## config.mk

```make
export PLATFORM = sky130hd
export DESIGN_NAME = packet_deframer_row_pair_realigner_top
export DESIGN_NICKNAME = d
export VERILOG_FILES = /design/src/sv/pdrr_pkg.sv /design/src/sv/pdrr_index.sv /design/src/sv/packet_deframer_row_pair_realigner_top.sv
export SDC_FILE = /design/constraint.sdc
export NUM_CORES = 1
export LEC_CHECK = 0
export BUFFER_PORTS_ARGS = -buffer_cell sky130_fd_sc_hd__buf_2
export CAP_MARGIN = 15
export CORE_MARGIN = 2
export CORE_UTILIZATION = 39
export DETAILED_ROUTE_END_ITERATION = 16
export SYNTH_ARGS = -nofsm -noshare
export SYNTH_HDL_FRONTEND = slang
export SYNTH_SLANG_ARGS = --single-unit
```

## constraint.sdc

```tcl
create_clock -name clk_i -period 14.35 [get_ports clk_i]
set_input_delay 2.1525 -clock clk_i [delete_from_list [all_inputs] [get_ports clk_i]]
set_output_delay 2.1525 -clock clk_i [all_outputs]
set_load 0.02 [all_outputs]
```

## src/sv/pdrr_pkg.sv

```systemverilog
// Package for the packet deframer and row-pair realigner.
// Holds shared widths, the group map type and the pair position struct.
// No dependencies.
`default_nettype none

package pdrr_pkg;

  localparam int unsigned GroupW = 3;
  localparam int unsigned PhaseW = 2;
  localparam int unsigned PairW  = 6;
  localparam int unsigned WordW  = 3;
  localparam int unsigned PktW   = 5;
  localparam int unsigned RowW   = 10;
  localparam int unsigned MapW   = 48;
  localparam int unsigned NumGroupSlots = 8;

  typedef logic [GroupW-1:0] group_t;
  typedef logic [PhaseW-1:0] phase_t;
  typedef logic [PairW-1:0]  pair_t;
  typedef logic [RowW-1:0]   row_t;

  typedef logic [15:0][GroupW-1:0] gmap_t;

  typedef enum logic {
    CfgMapLow  = 1'b0,
    CfgMapHigh = 1'b1
  } cfg_index_e;

  typedef struct packed {
    group_t group;
    phase_t phase;
    pair_t  pair;
  } pdrr_pos_t;

endpackage

`default_nettype wire

```

## src/sv/pdrr_index.sv

```systemverilog
// Row index calculator: first global row of the current row pair.
// Depends on pdrr_pkg for the position struct and the row width.
`default_nettype none

module pdrr_index
  import pdrr_pkg::*;
#(
  parameter int unsigned SEQ_LEN           = 32,
  parameter int unsigned QUERIES_PER_GROUP = 4
) (
  input  pdrr_pos_t pos_i,
  output row_t      row_o
);

  localparam logic [6:0]  SeqLen7  = 7'(SEQ_LEN);
  localparam logic [13:0] SeqLen14 = 14'(SEQ_LEN);
  localparam logic [6:0]  Qpg7     = 7'(QUERIES_PER_GROUP);

  logic [6:0]  row_in_pkt;
  logic        q_in;
  logic [6:0]  seq;
  logic [6:0]  q_head;
  logic [13:0] full_row;

  always_comb begin
    row_in_pkt = {pos_i.pair, 1'b0};
    q_in       = (row_in_pkt >= SeqLen7);
    seq        = q_in ? (row_in_pkt - SeqLen7) : row_in_pkt;
    q_head     = 7'(7'(pos_i.group) * Qpg7) + {4'd0, pos_i.phase, 1'b0} + {6'd0, q_in};
    full_row   = 14'(14'(q_head) * SeqLen14) + {7'd0, seq};
    row_o      = full_row[RowW-1:0];
  end

endmodule

`default_nettype wire

```

## src/sv/packet_deframer_row_pair_realigner_top.sv

```systemverilog
// Top level of the packet deframer and row-pair realigner.
// Depends on pdrr_pkg and instantiates pdrr_index.
//
// Usage: stream words enter on the input channel (in_valid_i, in_ready_o,
// word_low_i, word_high_i). The first word of each packet is a header and
// yields no transfer on the output channel. Each later word yields one
// realigned payload word with its row pair index, position and pair end flag.
// The result of an input transfer is registered in the output register.
// Throughput is one word per cycle while the receiver takes each result:
// all the work of a word is done in one pass of logic between the state
// registers and the output register, and a new word is taken while the
// output register is being drained. When the receiver stalls, the held
// result stays in the output register and in_ready_o drops until taken.
// Reset clears the group map, all counters and the group packet counts, and
// the block then expects a header. The group map must be written through the
// cfg port only while the block is idle; the block does not enforce this.
`default_nettype none

module packet_deframer_row_pair_realigner_top
  import pdrr_pkg::*;
#(
  parameter int unsigned SEQ_LEN           = 32,
  parameter int unsigned KV_GROUPS         = 8,
  parameter int unsigned QUERIES_PER_GROUP = 4,
  parameter int unsigned SLICE_WIDTH       = 24
) (
  input  logic        clk_i,
  input  logic        rst_ni,
  input  logic        cfg_we_i,
  input  logic        cfg_index_i,
  input  logic [47:0] cfg_wdata_i,
  input  logic        in_valid_i,
  output logic        in_ready_o,
  input  logic [63:0] word_low_i,
  input  logic [63:0] word_high_i,
  output logic        out_valid_o,
  input  logic        out_ready_i,
  output logic [63:0] payload_low_o,
  output logic [63:0] payload_high_o,
  output logic [9:0]  pair_row_index_o,
  output logic [2:0]  word_of_pair_o,
  output logic        pair_done_o
);

  localparam int unsigned WordsPerPair =
      ((SLICE_WIDTH / 4) < 1) ? 1 : (SLICE_WIDTH / 4);
  localparam int unsigned PacketsPerBatch = KV_GROUPS * (QUERIES_PER_GROUP / 2);
  localparam logic [WordW-1:0] LastWord = WordW'(WordsPerPair - 1);
  localparam logic [PairW-1:0] LastPair = PairW'(SEQ_LEN - 1);
  localparam logic [PktW-1:0]  LastPkt  = PktW'(PacketsPerBatch - 1);

  gmap_t            map_lo_q, map_hi_q;
  logic [95:0]      tail_q, tail_d;
  logic             exp_hdr_q, exp_hdr_d;
  group_t           group_q, group_d;
  phase_t           phase_q, phase_d;
  phase_t [NumGroupSlots-1:0] seen_q, seen_d;
  logic [WordW-1:0] word_cnt_q, word_cnt_d;
  pair_t            pair_cnt_q, pair_cnt_d;
  logic [PktW-1:0]  pkt_cnt_q, pkt_cnt_d;

  logic             out_valid_q, out_valid_d;
  logic [127:0]     payload_q, payload_d;
  row_t             row_q;
  logic [WordW-1:0] wop_q;
  logic             done_q, done_d;

  logic             in_xfer;
  group_t           hdr_group;
  logic [4:0]       hdr_id;
  pdrr_pos_t        pos;
  row_t             row_now;
  logic             last_word;

  assign in_ready_o = !out_valid_q || out_ready_i;
  assign in_xfer    = in_valid_i && in_ready_o;

  assign hdr_id    = word_low_i[4:0];
  assign hdr_group = hdr_id[4] ? map_hi_q[hdr_id[3:0]] : map_lo_q[hdr_id[3:0]];

  assign pos.group = group_q;
  assign pos.phase = phase_q;
  assign pos.pair  = pair_cnt_q;

  pdrr_index #(
    .SEQ_LEN          (SEQ_LEN),
    .QUERIES_PER_GROUP(QUERIES_PER_GROUP)
  ) u_index (
    .pos_i(pos),
    .row_o(row_now)
  );

  assign last_word = (word_cnt_q == LastWord);

  always_comb begin
    tail_d      = tail_q;
    exp_hdr_d   = exp_hdr_q;
    group_d     = group_q;
    phase_d     = phase_q;
    seen_d      = seen_q;
    word_cnt_d  = word_cnt_q;
    pair_cnt_d  = pair_cnt_q;
    pkt_cnt_d   = pkt_cnt_q;
    out_valid_d = out_valid_q && !out_ready_i;
    payload_d   = {word_low_i[31:0], tail_q};
    done_d      = last_word;
    if (in_xfer) begin
      tail_d = {word_high_i, word_low_i[63:32]};
      if (exp_hdr_q) begin
        out_valid_d       = 1'b0;
        exp_hdr_d         = 1'b0;
        group_d           = hdr_group;
        phase_d           = seen_q[hdr_group];
        seen_d[hdr_group] = seen_q[hdr_group] + 2'd1;
        word_cnt_d        = '0;
        pair_cnt_d        = '0;
      end else begin
        out_valid_d = 1'b1;
        if (last_word) begin
          word_cnt_d = '0;
          if (pair_cnt_q == LastPair) begin
            pair_cnt_d = '0;
            exp_hdr_d  = 1'b1;
            if (pkt_cnt_q == LastPkt) begin
              pkt_cnt_d = '0;
              seen_d    = '0;
            end else begin
              pkt_cnt_d = pkt_cnt_q + 1'b1;
            end
          end else begin
            pair_cnt_d = pair_cnt_q + 1'b1;
          end
        end else begin
          word_cnt_d = word_cnt_q + 1'b1;
        end
      end
    end
  end

  always_ff @(posedge clk_i or negedge rst_ni) begin
    if (!rst_ni) begin
      map_lo_q    <= '0;
      map_hi_q    <= '0;
      tail_q      <= '0;
      exp_hdr_q   <= 1'b1;
      group_q     <= '0;
      phase_q     <= '0;
      seen_q      <= '0;
      word_cnt_q  <= '0;
      pair_cnt_q  <= '0;
      pkt_cnt_q   <= '0;
      out_valid_q <= 1'b0;
    end else begin
      if (cfg_we_i) begin
        unique case (cfg_index_e'(cfg_index_i))
          CfgMapLow:  map_lo_q <= cfg_wdata_i;
          CfgMapHigh: map_hi_q <= cfg_wdata_i;
          default:    map_lo_q <= map_lo_q;
        endcase
      end
      tail_q      <= tail_d;
      exp_hdr_q   <= exp_hdr_d;
      group_q     <= group_d;
      phase_q     <= phase_d;
      seen_q      <= seen_d;
      word_cnt_q  <= word_cnt_d;
      pair_cnt_q  <= pair_cnt_d;
      pkt_cnt_q   <= pkt_cnt_d;
      out_valid_q <= out_valid_d;
    end
  end

  always_ff @(posedge clk_i) begin
    if (in_xfer && !exp_hdr_q) begin
      payload_q <= payload_d;
      row_q     <= row_now;
      wop_q     <= word_cnt_q;
      done_q    <= done_d;
    end
  end

  assign out_valid_o      = out_valid_q;
  assign payload_low_o    = payload_q[63:0];
  assign payload_high_o   = payload_q[127:64];
  assign pair_row_index_o = row_q;
  assign word_of_pair_o   = wop_q;
  assign pair_done_o      = done_q;

`ifndef ASSERT_OFF
  a_stall_holds_result: assert property (@(posedge clk_i) disable iff (!rst_ni)
    !in_ready_o |-> out_valid_o)
    else $error("input stalled without a pending result");

  a_header_no_result: assert property (@(posedge clk_i) disable iff (!rst_ni)
    (in_xfer && exp_hdr_q) |=> !out_valid_o)
    else $error("header transfer produced a result");

  a_word_cnt_range: assert property (@(posedge clk_i) disable iff (!rst_ni)
    word_cnt_q <= LastWord)
    else $error("word counter beyond pair length");

  a_pair_cnt_range: assert property (@(posedge clk_i) disable iff (!rst_ni)
    pair_cnt_q <= LastPair)
    else $error("pair counter beyond packet length");

  a_done_matches_pos: assert property (@(posedge clk_i) disable iff (!rst_ni)
    out_valid_o |-> (pair_done_o == (word_of_pair_o == LastWord)))
    else $error("pair end flag disagrees with word position");
`endif

endmodule

`default_nettype wire
```

==> results of run 1 <==
## state kept, by name (all words and copies together), names as in the netlist
signal	cells
payload_q	128
map_hi_q	48
group_q	3
word_of_pair_o	3
seen_q	16
phase_q	2
word_cnt_q	3
pair_cnt_q	6
tail_q	96
pair_row_index_o	9
map_lo_q	48
out_valid_o	1
pair_done_o	1
pkt_cnt_q	5
exp_hdr_q	1
## layout make-up
class	count	area [um^2]	share of cell area (%)
clock inverters	13	100	0.567
well taps	468	586	3.31
inverters	7	26.3	0.149
repair buffers	332	1690	9.58
clock buffers	61	1180	6.69
multi-input cells	612	4110	23.3
flip-flops and latches	370	9970	56.4
## worst register-to-register path, cell delays in order (launching register included)
cell and delay (ns):
dfrtp_1 0.41, nand2b_1 0.19, nand2_4 0.34, nor2_4 0.63, buf_4 0.77, buf_4 0.77
nand2_1 0.19, o31ai_1 0.23
## metal layers
metal	wire, um	share of wire [%]	vias to the layer above
met5	26	0.079	-
met2	15200	46	317
met3	2430	7.4	70
met1	14200	43	4458
met4	991	3.0	4
li1	-	-	4277
## cell usage after synthesis (all sizes together) (2+ instances only)
library cell | instances | share of area [%]
a22oi | 4 | 0.21
ha | 5 | 0.44
a32o | 5 | 0.35
clkbuf | 28 | 0.73
mux4 | 20 | 3.6
o21ai | 25 | 0.87
nor2 | 10 | 0.28
nor3b | 2 | 0.10
a22o | 5 | 0.31
nand2b | 3 | 0.13
edfxtp | 141 | 30
nor3 | 5 | 0.17
nand3 | 23 | 0.91
inv | 6 | 0.16
a21o | 9 | 0.47
nand4 | 4 | 0.32
nand2 | 331 | 8.7
mux2i | 16 | 1.1
dfrtp | 228 | 40
and2 | 5 | 0.25
mux2 | 103 | 8.1
o31ai | 7 | 0.51
a21oi | 6 | 0.21
nor2b | 6 | 0.31
buf | 20 | 0.99
xnor2 | 6 | 0.50
## final timing paths
check,start,to,slack [ns],cells after the start
hold reg to reg,tail_q[58],payload_q[58],0.44,0
min in group asynchronous,rst_ni,map_lo_q[21],1.68,1
setup reg to reg,out_valid_o,pair_cnt_q[3],10.74,7
setup / recovery,out_ready_i,pair_cnt_q[3],9.45,8
max in group asynchronous,rst_ni,tail_q[19],11.26,2
hold / removal,tail_q[58],payload_q[58],0.44,0
## metrics by stage
step	cell area [um^2]	util (%)	power (W)	worst slack, ns	instances
after floorplan	14300	-	0.00154	3.81	1037
final	17700	48.6	0.00265	9.45	1863
after CTS	17700	48.6	0.00269	9.31	1863
after global placement	16400	45.1	0.00167	8.76	1789
after detailed placement	16400	45.1	0.00168	8.72	1789
after global routing	17700	48.6	0.00277	9.08	1863
## power by group through the flow
stage	clock (W)	combinational, W	sequential (W)
after global routing	0.00107	0.000387	0.00131
after global placement	0	0.000350	0.00132
final	0.00100	0.000351	0.00130
after detailed placement	0	0.000357	0.00132
after CTS	0.00103	0.000358	0.00130
after floorplan	0	0.000189	0.00135
## kinds of logic after synthesis
logic type | after synthesis | share of synthesized area, %
xor+xnor | 6 | 0.498
simple gates | 392 | 11.3
mux | 139 | 12.8
compound gates | 68 | 3.32
flops | 370 | 69.6
buf+inv | 55 | 1.90
fa+ha+maj | 6 | 0.576
other cells | 1 | 0.0262
==> impl_metrics.tcl, run 1 <==
set metrics [dict create \
    critPathTopFamily "buffers and inverters" \
    synth-seq-cells 370 \
    synth_cells 1037 \
    synthFlopType "dfrtp_1" \
    gp_congestion 0.748 \
    worstMarginPinSlew_ns 0.903 \
    synth-edff-count 141 \
    hold_viol_final 0 \
    startpoint_type "input pin" \
    totalWireLength_um 32800 \
    dieArea_um2 38300 \
    yosysUniqueCellTypes 54 \
    yosysWarnings 0 \
    max_slew_margin_pct 39.8 \
    hp-class "flop to flop" \
    pin_count 326 \
    grt_pass1_wl_um 51300 \
    ant_nets 0 \
    crit_arrival_ns 5.35 \
    overflow 0 \
    area_growth_pct 23.3 \
    max_cap_violations 0 \
    grtUsageMet2_pct 27.0 \
    ys_seq_area_share_pct 69.6 \
    max_stage_delay_ns 0.77 \
    met1_usage_pct 23.0 \
    whs_ns 0.439 \
    antenna_found_initial 2 \
    fmax_mhz 204 \
    swShare_pct 25.7 \
    grtUsageTotal_pct 17.1 \
    crit_path_end_kind "flop" \
    syn_area_um2 14300 \
    antenna_cells 0 \
    post-route-period-util_pct 34.1 \
    grt_pass1_vias 9144 \
    final_common_cell "nand2_1" \
    start_util_pct 39.4 \
    nFillCells 3196 \
    nets 1551 \
    postCtsHoldBufs 0 \
    clk_pin_slew_worst_paths_ns 0.06 \
    clock_sinks 370 \
    synth_nets 1225 \
    drt_iter0_drc 391 \
    async_flop_share_pct 61.9 \
    grt_max_degree 109 \
    via_per_inst 4.90 \
    htreeDepth 2 \
    numCtsBuffers 40 \
    setup_viol 0 \
    mostFrequentLayoutCells "329 x nand2_1, 323 x buf_2, 228 x dfrtp_1" \
    root_buffer "clkbuf_16" \
    rsz0062_at_grt "false" \
    switching_power_w 0.000681 \
    p_int_w 0.00197 \
    status "complete, no violations" \
    power_frac_seq_pct 49.0 \
    crit_buf_inv 3 \
    hpwl_um 22100 \
    busiest_layer "met2" \
    setup_tns_ns 0 \
    worstPathRequired_ns 14.80 \
    die_x_um 196 \
    use_met3_pct 4.30 \
    vdd_drop_max_uv 71.7 \
    pwr-share-comb_pct 13.3 \
    first_pass_iters 7 \
    critPathMostFrequentCell "buf_4" \
    p_leak_nw 8.10 \
    path_max_fanout 67 \
    vias 9126 \
    cts_setup_buffers 0 \
    path_class "input pin to flop" \
    cts_resized 0 \
    coreArea_um2 36300 \
    drc 0 \
    die_h_um 196 \
    power_per_cell_area_nw_per_um2 150 \
    routedWlPerCell_um 17.6 \
    p_clk_share_pct 37.7 \
    cts_buffer_depth 3 \
    maxSlewViolCount 0 \
    crit_slowest_cell "buf_4" \
    finClkSkew_ns 0.0214 \
    rows 70 \
    clk_latency_ns 0.55 \
    cts_tree "done" \
    avgSynthCellArea_um2 13.8 \
    path_cells "buf_2, nand2b_1, nand2_4, nor2_4, buf_4, buf_4, nand2_1, o31ai_1" \
    portBuffers 324 \
    final_layout_size_suffix_gt1_share_pct 37.3 \
    min_period_ns 4.90 \
]
No activity file was read; power rests on OpenSTA's default activity.
==> inputs of run 2 (changes only) <==
- clock period: 14.35 -> 4.09 ns (I/O delays scaled with it)
==> run 2 against run 1 <==
Clock skew barely moved; utilization rose by 0.32 points; cell count increased by 0.38%; clock power grew to 3.5 times the previous value; sequential share of layout area shrank 0.37 points; final area up 0.65%; clock-buffer cell count grew 3; sequential power grew to 3.5 times the previous value; routed wire length up 1.7%; critical endpoint is now seen_q[1]; largest power group unchanged.
==> impl_metrics.tcl, run 2 (synthesis results as in run 1) <==
set metrics [dict create \
    max_cap_violations 0 \
    rows 70 \
    dieArea_um2 38300 \
    setup_tns_ns 0 \
    ant_nets 0 \
    r2r_start "map_lo_q[17]" \
    max_slew_margin_pct 30.2 \
    cts_tree "done" \
    whs_ns 0.212 \
    power_per_cell_area_nw_per_um2 526 \
    ff2ff_path_depth 9 \
    grt_pass1_wl_um 52100 \
    path_cells "buf_2, mux4_1, mux4_2, mux2_4, nor2b_1, buf_4, nand3_2, nand4_4, xnor2_4, o21ai_1" \
    clock_sinks 370 \
    portBuffers 324 \
    worstMarginPinSlew_ns 1.05 \
    r2r_slack_ns 1.18 \
    fmax_mhz 316 \
    min_period_ns 3.17 \
    crit_slowest_cell "mux4_1" \
    area_growth_pct 24.1 \
    coreArea_um2 36300 \
    post-route-period-util_pct 77.4 \
    via_per_inst 4.87 \
    crit_arrival_ns 3.57 \
    nFillCells 3183 \
    mostFrequentLayoutCells "329 x nand2_1, 323 x buf_2, 228 x dfrtp_1" \
    numCtsBuffers 41 \
    hold_viol_final 0 \
    rsz0062_at_grt "false" \
    vdd_drop_max_uv 299 \
    clk_latency_ns 0.55 \
    max_stage_delay_ns 0.64 \
    die_h_um 196 \
    timing.rr.end "seen_q[1]" \
    pin_count 326 \
    worstPathRequired_ns 4.50 \
    root_buffer "clkbuf_16" \
    maxSlewViolCount 0 \
    overflow 0 \
    totalWireLength_um 33400 \
    finClkSkew_ns 0.0212 \
    vias 9098 \
    drc 0 \
    cts_resized 0 \
    regMostFlops "payload_q" \
    clk_pin_slew_worst_paths_ns 0.06 \
    reg_top3 "payload_q x128, tail_q x96" \
    startpoint_type "input pin" \
    setup_viol 0 \
    first_pass_iters 5 \
    largest_reg_flops 128 \
    die_x_um 196 \
    final_layout_size_suffix_gt1_share_pct 37.4 \
    path_max_fanout 23 \
    start_util_pct 39.4 \
    drt_iter0_drc 442 \
    antenna_found_initial 1 \
    cts_buffer_depth 3 \
    nets 1557 \
    grtUsageTotal_pct 17.5 \
    grt_pass1_vias 9071 \
    crit_path_end_kind "flop" \
    gp_congestion 0.795 \
    hpwl_um 22800 \
    p_leak_nw 8.15 \
    routedWlPerCell_um 17.8 \
    postCtsHoldBufs 0 \
    grt_max_degree 133 \
    status "complete, no violations" \
    cts_setup_buffers 0 \
    hp-class "input pin to async pin" \
    path_class "input pin to flop" \
    final_common_cell "nand2_1" \
    htreeDepth 2 \
]
[run 2: cell count changes in the layout (fill, tap and decap cells not counted), sizes merged]
cell    change
buf         +5
clkbuf      +3
clkinv      -2
diode       +1
[run 2: final cells by class]
type,instances,area (um^2),share of cell area [%]
inverters,7,26.3,0.148
repair buffers,337,1780,10.0
clock inverters,11,96.3,0.542
clock buffers,64,1200,6.77
multi-input cells,612,4120,23.2
flip-flops and latches,370,9970,56.0
well taps,468,586,3.29
diodes,1,2.50,0.0141
[run 2: worst max-delay path, delay by kind of cell]
family / cells / cell delay, ns
mux: 3 / 1.42
compound gates: 1 / 0.13
simple gates: 3 / 0.41
xor+xnor: 1 / 0.38
buf+inv: 2 / 0.61
[run 2: stage by stage]
step | total power [W] | instances | area, um^2 | util, % | worst slack, ns
after floorplan | 0.00540 | 1037 | 14300 | - | 0.0248
after global placement | 0.00587 | 1794 | 16500 | 45.3 | 0.423
after detailed placement | 0.00591 | 1794 | 16500 | 45.3 | 0.347
after CTS | 0.00949 | 1869 | 17800 | 48.9 | 0.947
after global routing | 0.00979 | 1870 | 17800 | 48.9 | 0.814
final | 0.00935 | 1870 | 17800 | 48.9 | 0.925
[run 2: how the worst max path moves through the flow]
stage	to	cells past startpoint	slack, ns	startpoint
2_1_floorplan	pkt_cnt_q[3]	7	0.02	out_ready_i
3_3_place_gp	seen_q[9]	10	0.42	word_low_i[0]
3_5_place_dp	seen_q[13]	10	0.35	word_low_i[0]
4_1_cts	seen_q[1]	10	0.95	word_low_i[0]
5_1_grt	seen_q[1]	10	0.81	word_low_i[0]
6_report	seen_q[1]	10	0.92	word_low_i[0]
[run 2: routing by layer]
metal / global-route usage (%) / vias up / wire, um
li1: - / 4279 / -
met1: 23.7 / 4498 / 14800
met2: 27.7 / 279 / 15600
met3: 4.80 / 42 / 2200
met4: 5.22 / 0 / 697
met5: 0 / - / 0
[run 2: power breakdown]
part	leakage (nW)	internal, W	switching, W	total, W
Clock	0.635	0.00209	0.00145	0.00354
Sequential	4.16	0.00435	0.000209	0.00455
Combinational	3.35	0.000516	0.000745	0.00126
Total	8.15	0.00695	0.00240	0.00935
